File: src/design/acp_pkg.sv
package acp_pkg;

  // result kinds
  localparam logic [2:0] K_ECHO  = 3'd0;
  localparam logic [2:0] K_OK    = 3'd1;
  localparam logic [2:0] K_ERROR = 3'd2;
  localparam logic [2:0] K_NAME  = 3'd3;
  localparam logic [2:0] K_ARG   = 3'd4;
  localparam logic [2:0] K_END   = 3'd5;

  // request types
  localparam logic [1:0] RT_EXEC  = 2'd0;
  localparam logic [1:0] RT_QUERY = 2'd1;
  localparam logic [1:0] RT_SET   = 2'd2;

  // echo modes
  localparam logic [1:0] EM_FOLLOW = 2'd0;
  localparam logic [1:0] EM_OFF    = 2'd1;
  localparam logic [1:0] EM_ON     = 2'd2;

  // characters
  localparam logic [7:0] CH_NUL  = 8'h00;
  localparam logic [7:0] CH_BS   = 8'h08;
  localparam logic [7:0] CH_LF   = 8'h0A;
  localparam logic [7:0] CH_CR   = 8'h0D;
  localparam logic [7:0] CH_SP   = 8'h20;
  localparam logic [7:0] CH_PLUS = 8'h2B;
  localparam logic [7:0] CH_0    = 8'h30;
  localparam logic [7:0] CH_1    = 8'h31;
  localparam logic [7:0] CH_EQ   = 8'h3D;
  localparam logic [7:0] CH_QM   = 8'h3F;
  localparam logic [7:0] CH_UA   = 8'h41;
  localparam logic [7:0] CH_UZ   = 8'h5A;
  localparam logic [7:0] CH_LA   = 8'h61;
  localparam logic [7:0] CH_LE   = 8'h65;
  localparam logic [7:0] CH_LT   = 8'h74;
  localparam logic [7:0] CH_DEL  = 8'h7F;

  // one result word headed for the output register
  typedef struct packed {
    logic       valid;
    logic [2:0] kind;
    logic [7:0] ch;
    logic [1:0] rtype;
    logic       last;
  } acp_res_t;

  // echo mode change requested by ATE0 / ATE1
  typedef struct packed {
    logic       valid;
    logic [1:0] mode;
  } acp_echo_upd_t;

  function automatic logic [7:0] fold(input logic [7:0] c);
    logic [7:0] r;
    r = c;
    if (c inside {[CH_UA:CH_UZ]}) r = c + 8'd32;
    return r;
  endfunction

endpackage

File: src/design/acp_ram.sv
module acp_ram #(
  parameter int WIDTH = 8,
  parameter int DEPTH = 64
) (
  input  logic                     clk,
  input  logic                     wr_en,
  input  logic [$clog2(DEPTH)-1:0] wr_addr,
  input  logic [WIDTH-1:0]         wr_data,
  input  logic                     rd_en,
  input  logic [$clog2(DEPTH)-1:0] rd_addr,
  output logic [WIDTH-1:0]         rd_data
);

  logic [WIDTH-1:0] mem [DEPTH];
  logic [WIDTH-1:0] rd_data_r;

  always_ff @(posedge clk) begin
    if (wr_en) begin
      mem[wr_addr] <= wr_data;
    end
    if (rd_en) begin
      rd_data_r <= mem[rd_addr];
    end
  end

  assign rd_data = rd_data_r;

endmodule

File: src/design/acp_judge.sv
module acp_judge
  import acp_pkg::*;
#(
  parameter int BUFFER_DEPTH = 64
) (
  input  logic                            clk,
  input  logic                            rst_n,
  input  logic                            start,
  input  logic [$clog2(BUFFER_DEPTH):0]   line_len,
  input  logic                            slot_free,
  output logic                            rd_en,
  output logic [$clog2(BUFFER_DEPTH)-1:0] rd_addr,
  input  logic [7:0]                      rd_data,
  output acp_res_t                        res,
  output acp_echo_upd_t                   echo_upd
);

  localparam int AW = $clog2(BUFFER_DEPTH);
  localparam int PW = AW + 1;
  localparam logic [PW-1:0] L2 = PW'(2);
  localparam logic [PW-1:0] L3 = PW'(3);
  localparam logic [PW-1:0] L4 = PW'(4);

  localparam logic [2:0] J_IDLE   = 3'd0;
  localparam logic [2:0] J_P1A    = 3'd1;  // scan: issue read
  localparam logic [2:0] J_P1D    = 3'd2;  // scan: look at char
  localparam logic [2:0] J_DECIDE = 3'd3;
  localparam logic [2:0] J_P2A    = 3'd4;  // emit: issue read
  localparam logic [2:0] J_P2D    = 3'd5;  // emit: send char
  localparam logic [2:0] J_END    = 3'd6;
  localparam logic [2:0] J_ONE    = 3'd7;  // single OK / ERROR

  logic [2:0]    st_r, st_nxt;
  logic [PW-1:0] idx_r, idx_nxt;
  logic [PW-1:0] fill_r, fill_nxt;
  logic [PW-1:0] len_r, len_nxt;
  logic [PW-1:0] sep_r, sep_nxt;
  logic [PW-1:0] end_r, end_nxt;
  logic          sep_found_r, sep_found_nxt;
  logic          sep_q_r, sep_q_nxt;
  logic [1:0]    rtype_r, rtype_nxt;
  logic [2:0]    one_kind_r, one_kind_nxt;
  logic [7:0]    c_r [4];

  logic head, is_at, is_ate, bad, q_bad, is_sep, c_wr;

  always_comb begin
    head   = (len_r >= L2) && (fold(c_r[0]) == CH_LA) && (fold(c_r[1]) == CH_LT);
    is_at  = head && (len_r == L2);
    is_ate = head && (len_r == L4) && (fold(c_r[2]) == CH_LE) &&
             ((c_r[3] == CH_0) || (c_r[3] == CH_1));
    bad    = !head || (len_r < L3) || (c_r[2] != CH_PLUS);
    q_bad  = sep_found_r && sep_q_r && (({1'b0, sep_r} + 1'b1) != {1'b0, len_r});
    is_sep = (rd_data == CH_EQ) || (rd_data == CH_QM);
  end

  always_comb begin
    st_nxt        = st_r;
    idx_nxt       = idx_r;
    fill_nxt      = fill_r;
    len_nxt       = len_r;
    sep_nxt       = sep_r;
    end_nxt       = end_r;
    sep_found_nxt = sep_found_r;
    sep_q_nxt     = sep_q_r;
    rtype_nxt     = rtype_r;
    one_kind_nxt  = one_kind_r;
    rd_en         = 1'b0;
    rd_addr       = idx_r[AW-1:0];
    res           = '0;
    echo_upd      = '0;
    c_wr          = 1'b0;

    case (st_r)
      J_IDLE: begin
        if (start) begin
          fill_nxt      = line_len;
          idx_nxt       = '0;
          sep_found_nxt = 1'b0;
          st_nxt        = J_P1A;
        end
      end
      J_P1A: begin
        if (idx_r >= fill_r) begin
          len_nxt = fill_r;
          st_nxt  = J_DECIDE;
        end else begin
          rd_en  = 1'b1;
          st_nxt = J_P1D;
        end
      end
      J_P1D: begin
        // a zero byte cuts the line short
        if (rd_data == CH_NUL) begin
          len_nxt = idx_r;
          st_nxt  = J_DECIDE;
        end else begin
          c_wr = (idx_r < L4);
          if (!sep_found_r && (idx_r >= L3) && is_sep) begin
            sep_found_nxt = 1'b1;
            sep_nxt       = idx_r;
            sep_q_nxt     = (rd_data == CH_QM);
          end
          idx_nxt = idx_r + 1'b1;
          st_nxt  = J_P1A;
        end
      end
      J_DECIDE: begin
        if (is_at) begin
          one_kind_nxt = K_OK;
          st_nxt       = J_ONE;
        end else if (is_ate) begin
          echo_upd.valid = 1'b1;
          echo_upd.mode  = (c_r[3] == CH_0) ? EM_OFF : EM_ON;
          one_kind_nxt   = K_OK;
          st_nxt         = J_ONE;
        end else if (bad || q_bad) begin
          one_kind_nxt = K_ERROR;
          st_nxt       = J_ONE;
        end else begin
          rtype_nxt = !sep_found_r ? RT_EXEC : (sep_q_r ? RT_QUERY : RT_SET);
          end_nxt   = (sep_found_r && sep_q_r) ? sep_r : len_r;
          idx_nxt   = L3;
          st_nxt    = J_P2A;
        end
      end
      J_P2A: begin
        if (idx_r >= end_r) begin
          st_nxt = J_END;
        end else if (sep_found_r && (idx_r == sep_r)) begin
          idx_nxt = idx_r + 1'b1;
        end else begin
          rd_en  = 1'b1;
          st_nxt = J_P2D;
        end
      end
      J_P2D: begin
        if (slot_free) begin
          res.valid = 1'b1;
          res.kind  = (sep_found_r && (idx_r > sep_r)) ? K_ARG : K_NAME;
          res.ch    = rd_data;
          res.rtype = rtype_r;
          idx_nxt   = idx_r + 1'b1;
          st_nxt    = J_P2A;
        end
      end
      J_END: begin
        if (slot_free) begin
          res.valid = 1'b1;
          res.kind  = K_END;
          res.rtype = rtype_r;
          res.last  = 1'b1;
          st_nxt    = J_IDLE;
        end
      end
      J_ONE: begin
        if (slot_free) begin
          res.valid = 1'b1;
          res.kind  = one_kind_r;
          res.last  = 1'b1;
          st_nxt    = J_IDLE;
        end
      end
      default: st_nxt = J_IDLE;
    endcase
  end

  always_ff @(posedge clk) begin
    if (!rst_n) begin
      st_r <= J_IDLE;
    end else begin
      st_r <= st_nxt;
    end
    idx_r       <= idx_nxt;
    fill_r      <= fill_nxt;
    len_r       <= len_nxt;
    sep_r       <= sep_nxt;
    end_r       <= end_nxt;
    sep_found_r <= sep_found_nxt;
    sep_q_r     <= sep_q_nxt;
    rtype_r     <= rtype_nxt;
    one_kind_r  <= one_kind_nxt;
    if (c_wr) begin
      c_r[idx_r[1:0]] <= rd_data;
    end
  end

endmodule

File: src/design/at_command_line_parser_unit.sv
// AT command line parser. Bytes from the serial link (in_rx_byte) are
// collected into a line buffer RAM; BS or DEL drops the last kept char,
// and bytes past line_capacity-1 only flag overflow. With echo on, kept
// chars, BS SP BS on erase and CR LF at line end are echoed. At CR or LF
// the line is judged: ERROR on overflow, OK for AT / ATE0 / ATE1 (case
// folded; ATE0/ATE1 switch echo off/on), ERROR without an AT+ prefix or
// with a '?' that is not last, otherwise name chars, argument chars and a
// request end carrying exec/query/set. A zero byte ends the line early.
// Each result word carries last_of_run on the final word for its byte.
// An ordinary byte is taken while idle, then its echo words go out one by
// one. A line end is judged by a scan pass over the kept chars and an emit
// pass for the name/argument chars, since every buffer access goes through
// the single registered read port of the line RAM.
// Output stalls hold the sequencer in place. Config writes are always
// accepted (cfg_ready is tied high) and must be issued while idle.
module at_command_line_parser_unit
  import acp_pkg::*;
#(
  parameter int BUFFER_DEPTH = 64
) (
  input  logic       clk,
  input  logic       rst_n,
  input  logic       in_valid,
  output logic       in_ready,
  input  logic [7:0] in_rx_byte,
  output logic       out_valid,
  input  logic       out_ready,
  output logic [2:0] out_kind,
  output logic [7:0] out_char,
  output logic [1:0] out_request_type,
  output logic       out_last_of_run,
  input  logic       cfg_valid,
  output logic       cfg_ready,
  input  logic       cfg_index,
  input  logic [6:0] cfg_data
);

  localparam int AW = $clog2(BUFFER_DEPTH);
  localparam int PW = AW + 1;

  localparam logic CFG_LINE_CAPACITY = 1'b0;
  localparam logic CFG_ECHO_DEFAULT  = 1'b1;

  // top sequencer
  localparam logic [2:0] T_IDLE   = 3'd0;
  localparam logic [2:0] T_ECHO   = 3'd1;
  localparam logic [2:0] T_LAUNCH = 3'd2;
  localparam logic [2:0] T_OVF    = 3'd3;
  localparam logic [2:0] T_JUDGE  = 3'd4;

  // echo sequences
  localparam logic [1:0] ES_CHAR  = 2'd0;
  localparam logic [1:0] ES_ERASE = 2'd1;
  localparam logic [1:0] ES_CRLF  = 2'd2;

  logic [2:0]    st_r, st_nxt;
  logic [PW-1:0] fill_r, fill_nxt;
  logic          ovf_r, ovf_nxt;
  logic [1:0]    echo_mode_r, echo_mode_nxt;
  logic [6:0]    cap_r;
  logic          echo_def_r;
  logic [1:0]    eseq_r, eseq_nxt;
  logic [1:0]    ecnt_r, ecnt_nxt;
  logic [7:0]    echr_r, echr_nxt;
  logic          jpend_r, jpend_nxt;
  logic          jovf_r, jovf_nxt;
  logic [PW-1:0] jlen_r, jlen_nxt;

  logic          out_valid_r;
  acp_res_t      out_r;

  logic          slot_free, accept, echo_on, is_eol, is_erase, has_room;
  logic          echo_last, judge_start;
  logic [PW-1:0] cap_eff;
  logic          wr_en;
  logic          rd_en;
  logic [AW-1:0] rd_addr;
  logic [7:0]    rd_data;
  acp_res_t      top_res, judge_res, emit;
  acp_echo_upd_t echo_upd;

  assign cfg_ready = 1'b1;
  assign in_ready  = (st_r == T_IDLE);
  assign accept    = in_valid && in_ready;
  assign slot_free = !out_valid_r || out_ready;

  always_comb begin
    echo_on = (echo_mode_r == EM_OFF) ? 1'b0 :
              (echo_mode_r == EM_ON)  ? 1'b1 : echo_def_r;
    // capacity saturated to 2..BUFFER_DEPTH
    if (cap_r < 7'd2) begin
      cap_eff = PW'(2);
    end else if (cap_r > 7'(BUFFER_DEPTH)) begin
      cap_eff = PW'(BUFFER_DEPTH);
    end else begin
      cap_eff = cap_r[PW-1:0];
    end
    is_eol   = (in_rx_byte == CH_CR) || (in_rx_byte == CH_LF);
    is_erase = (in_rx_byte == CH_BS) || (in_rx_byte == CH_DEL);
    has_room = (({1'b0, fill_r} + 1'b1) < {1'b0, cap_eff});
    case (eseq_r)
      ES_ERASE: echo_last = (ecnt_r == 2'd2);
      ES_CRLF:  echo_last = (ecnt_r == 2'd1);
      default:  echo_last = 1'b1;
    endcase
  end

  always_comb begin
    st_nxt        = st_r;
    fill_nxt      = fill_r;
    ovf_nxt       = ovf_r;
    echo_mode_nxt = echo_upd.valid ? echo_upd.mode : echo_mode_r;
    eseq_nxt      = eseq_r;
    ecnt_nxt      = ecnt_r;
    echr_nxt      = echr_r;
    jpend_nxt     = jpend_r;
    jovf_nxt      = jovf_r;
    jlen_nxt      = jlen_r;
    wr_en         = 1'b0;
    judge_start   = 1'b0;
    top_res       = '0;

    case (st_r)
      T_IDLE: begin
        if (accept) begin
          ecnt_nxt = 2'd0;
          echr_nxt = in_rx_byte;
          if (is_eol) begin
            // snapshot the line, then start a fresh one
            jpend_nxt = ovf_r || (fill_r != '0);
            jovf_nxt  = ovf_r;
            jlen_nxt  = fill_r;
            fill_nxt  = '0;
            ovf_nxt   = 1'b0;
            eseq_nxt  = ES_CRLF;
            if (echo_on) begin
              st_nxt = T_ECHO;
            end else if (ovf_r || (fill_r != '0)) begin
              st_nxt = T_LAUNCH;
            end
          end else if (is_erase) begin
            jpend_nxt = 1'b0;
            eseq_nxt  = ES_ERASE;
            if (fill_r != '0) begin
              fill_nxt = fill_r - 1'b1;
              if (echo_on) st_nxt = T_ECHO;
            end
          end else if (has_room) begin
            jpend_nxt = 1'b0;
            eseq_nxt  = ES_CHAR;
            wr_en     = 1'b1;
            fill_nxt  = fill_r + 1'b1;
            if (echo_on) st_nxt = T_ECHO;
          end else begin
            ovf_nxt = 1'b1;
          end
        end
      end
      T_ECHO: begin
        if (slot_free) begin
          top_res.valid = 1'b1;
          top_res.kind  = K_ECHO;
          top_res.last  = echo_last && !jpend_r;
          case (eseq_r)
            ES_ERASE: top_res.ch = (ecnt_r == 2'd1) ? CH_SP : CH_BS;
            ES_CRLF:  top_res.ch = (ecnt_r == 2'd0) ? CH_CR : CH_LF;
            default:  top_res.ch = echr_r;
          endcase
          ecnt_nxt = ecnt_r + 2'd1;
          if (echo_last) st_nxt = jpend_r ? T_LAUNCH : T_IDLE;
        end
      end
      T_LAUNCH: begin
        if (jovf_r) begin
          st_nxt = T_OVF;
        end else begin
          judge_start = 1'b1;
          st_nxt      = T_JUDGE;
        end
      end
      T_OVF: begin
        if (slot_free) begin
          top_res.valid = 1'b1;
          top_res.kind  = K_ERROR;
          top_res.last  = 1'b1;
          st_nxt        = T_IDLE;
        end
      end
      T_JUDGE: begin
        if (judge_res.valid && judge_res.last) st_nxt = T_IDLE;
      end
      default: st_nxt = T_IDLE;
    endcase

    emit = top_res.valid ? top_res : judge_res;
  end

  always_ff @(posedge clk) begin
    if (!rst_n) begin
      st_r        <= T_IDLE;
      fill_r      <= '0;
      ovf_r       <= 1'b0;
      echo_mode_r <= EM_FOLLOW;
      cap_r       <= 7'd64;
      echo_def_r  <= 1'b1;
      jpend_r     <= 1'b0;
      jovf_r      <= 1'b0;
      out_valid_r <= 1'b0;
    end else begin
      st_r        <= st_nxt;
      fill_r      <= fill_nxt;
      ovf_r       <= ovf_nxt;
      echo_mode_r <= echo_mode_nxt;
      jpend_r     <= jpend_nxt;
      jovf_r      <= jovf_nxt;
      if (cfg_valid && cfg_ready) begin
        case (cfg_index)
          CFG_LINE_CAPACITY: cap_r <= cfg_data;
          CFG_ECHO_DEFAULT:  echo_def_r <= cfg_data[0];
          default: ;
        endcase
      end
      if (emit.valid) begin
        out_valid_r <= 1'b1;
      end else if (out_ready) begin
        out_valid_r <= 1'b0;
      end
    end
    eseq_r <= eseq_nxt;
    ecnt_r <= ecnt_nxt;
    echr_r <= echr_nxt;
    jlen_r <= jlen_nxt;
    if (emit.valid) begin
      out_r <= emit;
    end
  end

  assign out_valid        = out_valid_r;
  assign out_kind         = out_r.kind;
  assign out_char         = out_r.ch;
  assign out_request_type = out_r.rtype;
  assign out_last_of_run  = out_r.last;

  acp_ram #(
    .WIDTH (8),
    .DEPTH (BUFFER_DEPTH)
  ) u_line_ram (
    .clk     (clk),
    .wr_en   (wr_en),
    .wr_addr (fill_r[AW-1:0]),
    .wr_data (in_rx_byte),
    .rd_en   (rd_en),
    .rd_addr (rd_addr),
    .rd_data (rd_data)
  );

  acp_judge #(
    .BUFFER_DEPTH (BUFFER_DEPTH)
  ) u_judge (
    .clk       (clk),
    .rst_n     (rst_n),
    .start     (judge_start),
    .line_len  (jlen_r),
    .slot_free (slot_free),
    .rd_en     (rd_en),
    .rd_addr   (rd_addr),
    .rd_data   (rd_data),
    .res       (judge_res),
    .echo_upd  (echo_upd)
  );

endmodule

File: config.mk
export PLATFORM = sky130hd
export DESIGN_NAME = at_command_line_parser_unit
export DESIGN_NICKNAME = d
export VERILOG_FILES = /design/src/design/acp_pkg.sv /design/src/design/acp_ram.sv /design/src/design/acp_judge.sv /design/src/design/at_command_line_parser_unit.sv
export SDC_FILE = /design/constraint.sdc
export NUM_CORES = 1
export LEC_CHECK = 0
export BUFFER_PORTS_ARGS = -buffer_cell sky130_fd_sc_hd__buf_2
export CELL_PAD_IN_SITES_DETAIL_PLACEMENT = 1
export CELL_PAD_IN_SITES_GLOBAL_PLACEMENT = 1
export CORE_MARGIN = 2
export CORE_UTILIZATION = 45
export CTS_CLUSTER_DIAMETER = 30
export DETAILED_ROUTE_END_ITERATION = 7
export HOLD_SLACK_MARGIN = 0.15
export PLACE_DENSITY_LB_ADDON = 0.08
export SYNTH_ARGS = -nofsm -noshare
export SYNTH_HDL_FRONTEND = slang
export SYNTH_SLANG_ARGS = --single-unit
export TNS_END_PERCENT = 50
File: constraint.sdc
create_clock -name clk -period 7.16 [get_ports clk]
set_input_delay 1.074 -clock clk [delete_from_list [all_inputs] [get_ports clk]]
set_output_delay 1.074 -clock clk [all_outputs]
set_load 0.02 [all_outputs]
==> impl_metrics.json, run 1 <==
{
  "outcome": "finished, final reports clean",
  "ctsLongestPathBuffers": 3,
  "cts_max_level": 4,
  "synth_ff_type": "edfxtp_1",
  "synth_top_family_by_area": "multiplexers",
  "yosysSeqAreaShare_pct": 72.0,
  "dp_hpwl_um": 42000,
  "synth_xor_area_share_pct": 0.620,
  "yosysWarnings": 0,
  "start_kind": "register",
  "cts_tree": "built",
  "crit_type": "reg -> reg",
  "antenna_found_initial": 1,
  "num_rows": 89,
  "regToRegSetupSlack_ns": 2.67,
  "ir_worst_vdd_mv": 0.304,
  "ctsHoldBuffers": 0,
  "n_fill_cell": 5258,
  "fin_ws_ns": 2.67,
  "ys_seq_elements": 653,
  "drive_gt1_share_pct": 25.8,
  "cts-root-buf": "clkbuf_16",
  "power_density_nw_per_um2": 418,
  "finClkSkew_ns": 0.0320,
  "clk_pin_slew_worst_paths_ns": 0.05,
  "cts_made_buffers": 134,
  "max_slew.worst_pin.slew_ns": 1.16,
  "fin_tns_setup_ns": 0,
  "setup_viol": 0,
  "timing.hold.ws_ns": 0.456,
  "critical_path_peak_fanout": 12,
  "syn_avg_cell_area_um2": 18.3,
  "worst_setup_path_end_kind": "register",
  "drv_slew": 0,
  "synth_compound_area_share_pct": 3.62,
  "wire_per_inst_um": 27.3,
  "ctsResizeCount": 0,
  "worstPathArrival_ns": 4.81,
  "multi_input_area_um2": 7050,
  "start_util_pct": 45.5,
  "ys_async_sr_fraction_pct": 0,
  "layout.cells.non_filler": 2467,
  "synthCells": 1467,
  "die_h_um": 248,
  "grt_usage_pct": 22.8,
  "syn_to_final_growth_pct": 20.6,
  "dr.first_iter.drc_count": 1034,
  "synth_edf_count": 626,
  "cap_violations": 0,
  "synth-simple-area-share_pct": 5.75,
  "nets": 1657,
  "grt_pass1_vias": 15000,
  "placedCellCount": 2225,
  "grt_first_pass_wirelength_um": 101000,
  "drc": 0,
  "syn_area_um2": 26900,
  "fin_crit_sh_pct": 62.7,
  "port_buffers": 36,
  "io_pins": 38,
  "core_area_um2": 59000,
  "insertion_delay_ns": 0.71,
  "hp-class": "reg -> reg",
  "grt_max_degree": 137,
  "register_area_um2": 19300,
  "antenna_left": 0,
  "max-slew-margin-rel_pct": 22.4,
  "synth_mux_area_share_pct": 14.0,
  "synth_nets": 1536,
  "pre_cts_slack_ns": 2.42,
  "via_count": 14100,
  "grt_overflow": 0,
  "avgViaCountPerCell": 5.72,
  "period_needed_ns": 4.49,
  "die_x_um": 248,
  "rsz0062_at_grt": "no",
  "drt_wl_total_um": 67300,
  "p_leak_uw": 0.0108,
  "cp.required_ns": 7.47,
  "fmax_mhz": 223,
  "clock_sinks": 653,
  "synthAdderAreaFrac_pct": 2.30,
  "hold_viol": 0,
  "dr.pass1.iters": 7,
  "post_cts_buffers": 0,
  "die_area_um2": 61600,
  "ys_types": 66,
  "gp_congestion": 0.790
}
-- sequential cells by signal, summed over array words and instances (netlist names), 7 cells and up --
register and flops:
u_line_ram.rd_data 8, u_judge.c_r 32, out_char 8, u_judge.len_r 7, u_judge.end_r 7, cap_r 7
fill_r 7, echr_r 8, u_judge.sep_r 7, u_judge.fill_r 7, u_judge.idx_r 7, jlen_r 7
u_line_ram.mem 512
-- synth_stat cells (3+ instances only) --
cell type	instances	area share (%)
a211oi_1	6	0.17
a21boi_0	7	0.20
a21o_1	5	0.14
a21oi_1	29	0.54
a22oi_1	18	0.50
a31oi_1	3	0.070
a32o_1	4	0.15
and2_1	10	0.23
and3_1	4	0.093
buf_1	10	0.14
buf_2	14	0.26
buf_6	4	0.17
clkbuf_1	38	0.53
dfxtp_1	27	2.0
edfxtp_1	626	70
ha_1	47	2.2
inv_1	41	0.57
mux2i_1	12	0.45
mux4_2	160	13
nand2_1	66	0.92
nand2b_1	14	0.33
nand3_1	21	0.39
nand3b_1	5	0.14
nand4_1	8	0.19
nor2_1	106	1.5
nor2b_1	31	0.72
nor3_1	16	0.30
nor4_1	8	0.19
o211ai_1	4	0.11
o21a_1	10	0.28
o21ai_0	39	0.73
o22ai_1	4	0.093
or3_1	5	0.12
or4_1	3	0.084
xnor2_1	9	0.29
xor2_1	10	0.33
-- path summary, 6_finish.rpt --
| path | to | from | cells past startpoint |
|---|---|---|---|
| setup reg to reg | u_line_ram.mem[61][4] | fill_r[0] | 10 |
| hold / removal | u_judge.fill_r[6] | jlen_r[6] | 0 |
| setup / recovery | u_line_ram.mem[61][4] | fill_r[0] | 10 |
| hold reg to reg | u_judge.fill_r[6] | jlen_r[6] | 0 |
-- critical path, cell delays in order, from the launching register on --
cell and delay [ns]:
dfxtp_1 0.62, and3_1 0.35, xor2_1 0.18, ha_1 0.27, a21oi_1 0.20, o211ai_1 0.14, a221oi_2 0.25, o21ai_2 0.14
nor3_1 0.41, nand3_1 0.71, nor2_1 0.82
-- layout by cell type, fill, tap and decap left out, types with 6 or more instances in the layout --
master / count
nor3_1: 16
buf_2: 36
buf_4: 15
clkinvlp_4: 10
nand2b_1: 14
ha_1: 47
nand3_1: 21
xor2_1: 10
o21a_1: 10
nand2_1: 66
a21oi_1: 29
inv_6: 9
xnor2_1: 9
mux4_2: 160
nor2_1: 106
inv_1: 41
edfxtp_1: 626
clkbuf_1: 16
a22oi_1: 18
clkinv_8: 7
a211oi_1: 6
nor4_1: 8
clkinv_1: 15
clkinv_4: 10
clkinv_2: 14
clkbuf_16: 135
mux2i_1: 12
bufinv_16: 16
nand4_1: 8
and2_1: 10
a21boi_0: 7
nor2b_1: 31
dfxtp_1: 27
o21ai_0: 39
-- kinds of logic (layout without fill, tap and decap cells) --
| group | Yosys count | in the layout |
|---|---|---|
| mux | 174 | 174 |
| fa+ha+maj | 49 | 49 |
| xor+xnor | 19 | 19 |
| compound gates | 148 | 148 |
| simple gates | 314 | 314 |
| other cells | 1 | 2 |
| flops | 653 | 653 |
| buf+inv | 109 | 335 |
-- report_power, final --
| group | total [µW] | internal (µW) | switching (µW) |
|---|---|---|---|
| clock network | 6160 | 4100 | 2060 |
| registers | 4650 | 4420 | 224 |
| logic | 2740 | 1210 | 1530 |
-- metal layers --
metal | wire (µm) | share of wire, % | vias up | global-route usage [%]
li1 | - | - | 6196 | -
met4 | 1540 | 2.3 | 0 | 7.76
met1 | 29800 | 44 | 7477 | 31.4
met3 | 2630 | 3.9 | 105 | 4.35
met5 | 0 | 0 | - | 0
met2 | 33300 | 50 | 334 | 36.8
-- area by class of cell --
class / count / area share, %
clock buffers: 156 / 10.8
clock inverters: 85 / 3.22
multi-input cells: 705 / 21.8
flip-flops and latches: 653 / 59.7
inverters: 41 / 0.475
repair buffers: 53 / 1.03
diodes: 1 / 0.00772
well taps: 773 / 2.99
-- through the flow --
stage	utilization (%)	cell area, µm²	power [µW]
after CTS	54.9	32400	13700
after global placement	47.2	27800	7470
after detailed placement	47.2	27800	7500
final	54.9	32400	13600
after global routing	54.9	32400	14000
after floorplan	-	26900	6520
Note: power is estimated with default switching activity, not from simulation.
==> run 2, diff against run 1 <==
- ABC_AREA: unset -> 1
- clock period: 7.16 -> 4.5 ns (I/O delays scaled with it)
==> run 2 against run 1 <==
Effect of this change: clock skew shrank 0.013 ns; sequential share of layout area fell by 2.1 points; sequential power is 64% higher; sequential cell count unchanged; synthesized cell count rose by 60%; power rose by 81%; count of clock-buffer cells in the layout rose by 2; area after synthesis grew 3.0%; non-clock buffer count is 25 higher; final cell count rose by 36%; register-to-register slack lost 2.3 ns; combinational power grew 140%; largest cell class unchanged; largest power group unchanged.
==> impl_metrics.json, run 2 <==
{
  "cp_num_buf_inv": 4,
  "ctsHoldBuffers": 0,
  "dp_hpwl_um": 50100,
  "synth_nets": 2423,
  "ir_worst_vdd_mv": 0.626,
  "cp_slowest_cell": "or2_1",
  "wire_per_inst_um": 25.0,
  "met3_wirelength_um": 5740,
  "critical_path_peak_fanout": 17,
  "antenna_left": 0,
  "grt_pass1_vias": 20300,
  "final_area_um2": 33600,
  "crit_family": "simple AND/OR/NAND/NOR gates",
  "num_rows": 90,
  "die_x_um": 252,
  "yosysWarnings": 0,
  "diodes": 0,
  "ys_async_sr_fraction_pct": 0,
  "syn_avg_cell_area_um2": 11.8,
  "synth.largest_area_cell": "edfxtp_1",
  "avgViaCountPerCell": 5.79,
  "max_slew.worst_pin.slew_ns": 1.25,
  "layout_commonest_cell": "edfxtp_1",
  "io_pins": 38,
  "ys_seq_elements": 653,
  "synth_area_leaders": "edfxtp_1, nor2_1, o21ai_0",
  "via_count": 19500,
  "drc": 0,
  "drv_slew": 0,
  "fmax_mhz": 241,
  "netlist.area_leader.share_pct": 68.0,
  "ys_types": 49,
  "drt_wl_total_um": 84100,
  "path_cells": "inv_2, nor2_1, nand2_1, nand2_1, inv_1, ha_1, a21oi_1, o21ai_1, inv_1, nand2_1, inv_2, nand3_4, or2_1, nor2_2",
  "die_h_um": 252,
  "setup_viol": 0,
  "port_buffers": 36,
  "drive_gt1_share_pct": 13.3,
  "start_kind": "register",
  "whs_path_depth": 3,
  "cap_violations": 0,
  "worstPathArrival_ns": 4.48,
  "hold_path_end": "cap_r[1]",
  "pre_cts_slack_ns": 0.437,
  "path_common_cell": "nand2_1",
  "period_needed_ns": 4.14,
  "rr_endpoint": "u_line_ram.mem[43][7]",
  "synth_common_cells": "edfxtp_1, nor2_1, o21ai_0, nand2_1, inv_1",
  "post_cts_buffers": 0,
  "p_leak_uw": 0.0119,
  "insertion_delay_ns": 0.71,
  "rsz0062_at_grt": "no",
  "synth_edf_count": 626,
  "gp_congestion": 0.827,
  "yosysSeqAreaShare_pct": 69.9,
  "cp_slowest_stage_delay_ns": 0.73,
  "worst_setup_path_end_kind": "register",
  "nets": 2530,
  "clock_sinks": 653,
  "dr.pass1.iters": 6,
  "cts_tree": "built",
  "ctsResizeCount": 0,
  "clk_pin_slew_worst_paths_ns": 0.05,
  "grt_usage_pct": 27.0,
  "power_density_nw_per_um2": 729,
  "place_area_um2": 28700,
  "top_register": "u_line_ram.mem",
  "cp.required_ns": 4.84,
  "regToRegSetupSlack_ns": 0.36,
  "wl_met1_um": 36600,
  "ctsLongestPathBuffers": 3,
  "die_area_um2": 63500,
  "synth_ff_type": "edfxtp_1",
  "r2r_start": "fill_r[3]",
  "grt_first_pass_wirelength_um": 127000,
  "cts-root-buf": "clkbuf_16",
  "core_area_um2": 60600,
  "grt_overflow": 0,
  "dr_wl_met2_um": 39500,
  "grt_max_degree": 240,
  "outcome": "finished, final reports clean",
  "largest_register_ffs": 512,
  "dr.first_iter.drc_count": 1772,
  "antenna_found_initial": 2,
  "fin_crit_sh_pct": 92.1,
  "synthCells": 2354,
  "finClkSkew_ns": 0.0185,
  "n_fill_cell": 6122,
  "max-slew-margin-rel_pct": 16.3,
  "cts_max_level": 4,
  "crit_type": "reg -> reg",
  "start_util_pct": 45.7,
  "fin_tns_setup_ns": 0,
  "final_cell_mix": "edfxtp_1, nor2_1, o21ai_0",
  "cts_made_buffers": 142,
  "ff2ff_path_depth": 14,
  "synthMostInstantiatedCell": "edfxtp_1",
  "hp-class": "in -> reg",
  "syn_area_um2": 27700,
  "min-delay-start": "cfg_data[1]",
  "fin_ws_ns": 0.355,
  "hold_viol": 0,
  "top_layer": "met5",
  "syn_to_final_growth_pct": 21.5
}
==> run 2: cell count changes after synthesis, sizes merged, moves of 67 or more <==
cell,delta
clkbuf,+67
inv,+104
mux4,-160
nand2,+161
nand3,+108
nor2,+320
o21ai,+257
o22ai,+77
==> run 2: worst max-delay path by stage <==
stage | startpoint | to | cells past startpoint
after floorplan | cap_r[1] | u_line_ram.mem[17][0] | 17
after global placement | cap_r[3] | u_line_ram.mem[43][5] | 17
after detailed placement | fill_r[3] | u_line_ram.mem[35][6] | 14
after CTS | fill_r[3] | u_line_ram.mem[43][7] | 14
after global routing | fill_r[3] | u_line_ram.mem[35][1] | 14
final | fill_r[3] | u_line_ram.mem[43][7] | 14
==> run 2: tightest hold or removal path, stage by stage <==
cell,delay (ns)
buf_2,0.07
nor2_1,0.04
nor2_1,0.08
==> run 2: cell families after synthesis <==
kind of cell             synth area share, %
XOR/XNOR                               0.348
buffers and inverters                   3.60
AO/OA/AOI/OAI                           10.7
AND/OR/NAND/NOR                         13.2
flip-flops                              69.9
adder cells (fa/ha/maj)                 2.20
other                                 0.0136
==> run 2: stage by stage <==
step	hold WS [ns]	power (µW)	util, %	std cells
final	0.199	24500	55.5	3361
after global routing	0.192	25600	55.5	3361
after CTS	0.174	24600	55.5	3361
after detailed placement	0.434	14100	47.4	3099
after global placement	0.428	13900	47.4	3099
after floorplan	0.400	11500	-	2354
==> run 2: cell type report <==
class                           count  area [µm²]  share of cell area, %
Sequential cell                   653       19300                   57.5
Tap cell                          782         978                   2.91
Timing Repair Buffer               78         533                   1.59
Inverter                          145         553                   1.65
Clock buffer                      158        3700                   11.0
Multi-Input combinational cell   1441        7330                   21.8
Clock inverter                    104        1170                   3.47
==> run 2: power by group <==
group / internal [µW] / total (µW) / switching (µW)
clock network: 6940 / 10400 / 3480
logic: 1670 / 6440 / 4780
registers: 7230 / 7620 / 395
total: 15800 / 24500 / 8650
==> run 2: per-layer routing <==
layer	vias to the layer above	track usage, %
met2	653	42.7
li1	8839	-
met1	9819	36.7
met3	151	6.08
met5	-	0
met4	2	9.67
==> run 3, diff against run 2 <==
- ABC_AREA: 1 -> unset
- CTS_BUF_LIST: unset -> sky130_fd_sc_hd__clkbuf_4 sky130_fd_sc_hd__clkbuf_8 sky130_fd_sc_hd__clkbuf_16
- clock period: 4.5 -> 3.7 ns (I/O delays scaled with it)
==> run 3 against run 2 <==
Effect of this change: sequential cell count did not move; combinational power fell by 14%; final cell count fell by 23%; first-iteration DRC count fell by 38%; register-to-register slack got worse by 0.17 ns; clock power rose by 22%; global-route usage fell by 3.3 points; non-clock buffer count rose by 88.
==> impl_metrics.json, run 3 (synthesis gave the netlist of run 1 again) <==
{
  "outcome": "finished, final reports clean",
  "grt_max_degree": 71,
  "rsz0062_at_grt": "no",
  "final_cell_mix": "edfxtp_1, mux4_2, clkbuf_16",
  "top_register": "u_line_ram.mem",
  "drc": 0,
  "drv_slew": 0,
  "p_leak_uw": 0.0115,
  "critical_path_peak_fanout": 6,
  "layout_commonest_cell": "edfxtp_1",
  "syn_to_final_growth_pct": 25.1,
  "cap_violations": 0,
  "max-slew-margin-rel_pct": 41.9,
  "fin_crit_sh_pct": 94.9,
  "antenna_left": 0,
  "grt_usage_pct": 23.6,
  "grt_first_pass_wirelength_um": 105000,
  "wire_per_inst_um": 27.1,
  "core_area_um2": 59000,
  "largest_register_ffs": 512,
  "grt_pass1_vias": 15900,
  "start_util_pct": 45.5,
  "drt_wl_total_um": 70000,
  "diodes": 0,
  "num_rows": 89,
  "hp-class": "in -> reg",
  "ir_worst_vdd_mv": 0.488,
  "cts_made_buffers": 135,
  "place_area_um2": 28700,
  "worstPathArrival_ns": 3.92,
  "dr.pass1.iters": 5,
  "die_x_um": 248,
  "dr.first_iter.drc_count": 1105,
  "gp_congestion": 0.788,
  "crit_type": "reg -> reg",
  "antenna_found_initial": 1,
  "cp.required_ns": 4.11,
  "fin_tns_setup_ns": 0,
  "power_density_nw_per_um2": 811,
  "die_area_um2": 61600,
  "avgViaCountPerCell": 5.67,
  "insertion_delay_ns": 0.70,
  "clock_sinks": 653,
  "cts_max_level": 4,
  "period_needed_ns": 3.51,
  "grt_overflow": 0,
  "cts-root-buf": "clkbuf_16",
  "clk_pin_slew_worst_paths_ns": 0.05,
  "hold_viol": 0,
  "worst_setup_path_end_kind": "register",
  "finClkSkew_ns": 0.0220,
  "port_buffers": 36,
  "finish.utilization_pct": 56.9,
  "final_area_um2": 33600,
  "io_pins": 38,
  "die_h_um": 248,
  "via_count": 14700,
  "start_kind": "register",
  "max_slew.worst_pin.slew_ns": 0.871,
  "drive_gt1_share_pct": 31.2,
  "setup_viol": 0,
  "cts_tree": "built",
  "fmax_mhz": 285,
  "nets": 1771,
  "dp_hpwl_um": 43600,
  "ctsLongestPathBuffers": 3
}
==> run 3: cell count changes in the layout (fill, tap and decap cells not counted), sizes merged, moves of 31 or more <==
cell	delta
inv	-101
nor2b	+31
o22ai	-77
nand2	-161
nor2	-320
mux4	+160
buf	+80
o21ai	-257
o221ai	-53
nand3	-108
==> run 3: layer usage <==
metal	part of all wire, %	global-route usage (%)	wire length, µm	vias up
met3	4.9	5.21	3410	128
met5	0.019	0	13	-
met2	49	37.8	34100	404
met1	44	32.2	30600	7700
met4	2.6	8.09	1820	2
li1	-	-	-	6423
==> run 3: cell type report <==
class,instances,area (µm²)
Tap cell,773,967
Clock inverter,95,1260
Clock buffer,152,3560
Multi-Input combinational cell,705,7050
Timing Repair Buffer,166,1250
Inverter,41,154
Sequential cell,653,19300
Fill cell,5263,25400
==> run 3: timing repair <==
item / in CTS / in global routing
setup buffers: 0 / 0
gates resized for setup: 0 / 2
hold buffers: 8 / 0
setup endpoints to repair: 0 / 16
endpoints found under the hold margin: 7 / 0
==> run 3: final timing paths <==
kind	start	end	slack [ns]	depth (start not counted)
worst max-delay path	cap_r[2]	u_line_ram.mem[43][6]	0.19	13
worst min-delay path	in_rx_byte[5]	echr_r[5]	0.20	1
worst max register to register	cap_r[2]	u_line_ram.mem[43][6]	0.19	13
worst min register to register	jlen_r[0]	u_judge.fill_r[0]	0.42	0
==> run 3: power breakdown <==
| group | switching [µW] | internal [µW] | leakage, µW |
|---|---|---|---|
| registers | 401 | 8560 | 0.00588 |
| clock network | 3930 | 8790 | 0.00234 |
| logic | 3080 | 2480 | 0.00330 |
| total | 7410 | 19800 | 0.0115 |
==> run 3: worst max-delay path, cell delays in order, from the launching register on <==
cell,delay (ns)
dfxtp_1,0.32
or4_1,0.55
nor2_1,0.10
o21ai_0,0.09
ha_1,0.21
and4bb_1,0.28
o211ai_1,0.11
a221oi_2,0.27
o21ai_2,0.17
nor2_1,0.27
nand3_1,0.18
buf_4,0.20
nor2_1,0.27
buf_4,0.21
==> run 3: per-stage QoR <==
| stage | setup slack, ns | instances | hold slack (ns) | total power (µW) |
|---|---|---|---|---|
| 2_1_floorplan | 0.428 | 1467 | 0.400 | 12600 |
| 3_3_place_gp | 0.116 | 2330 | 0.407 | 14600 |
| 3_5_place_dp | 0.100 | 2330 | 0.408 | 14700 |
| 4_1_cts | 0.0615 | 2585 | 0.154 | 27500 |
| 5_1_grt | 0.0277 | 2585 | 0.177 | 28200 |
| 6_report | 0.190 | 2585 | 0.197 | 27200 |
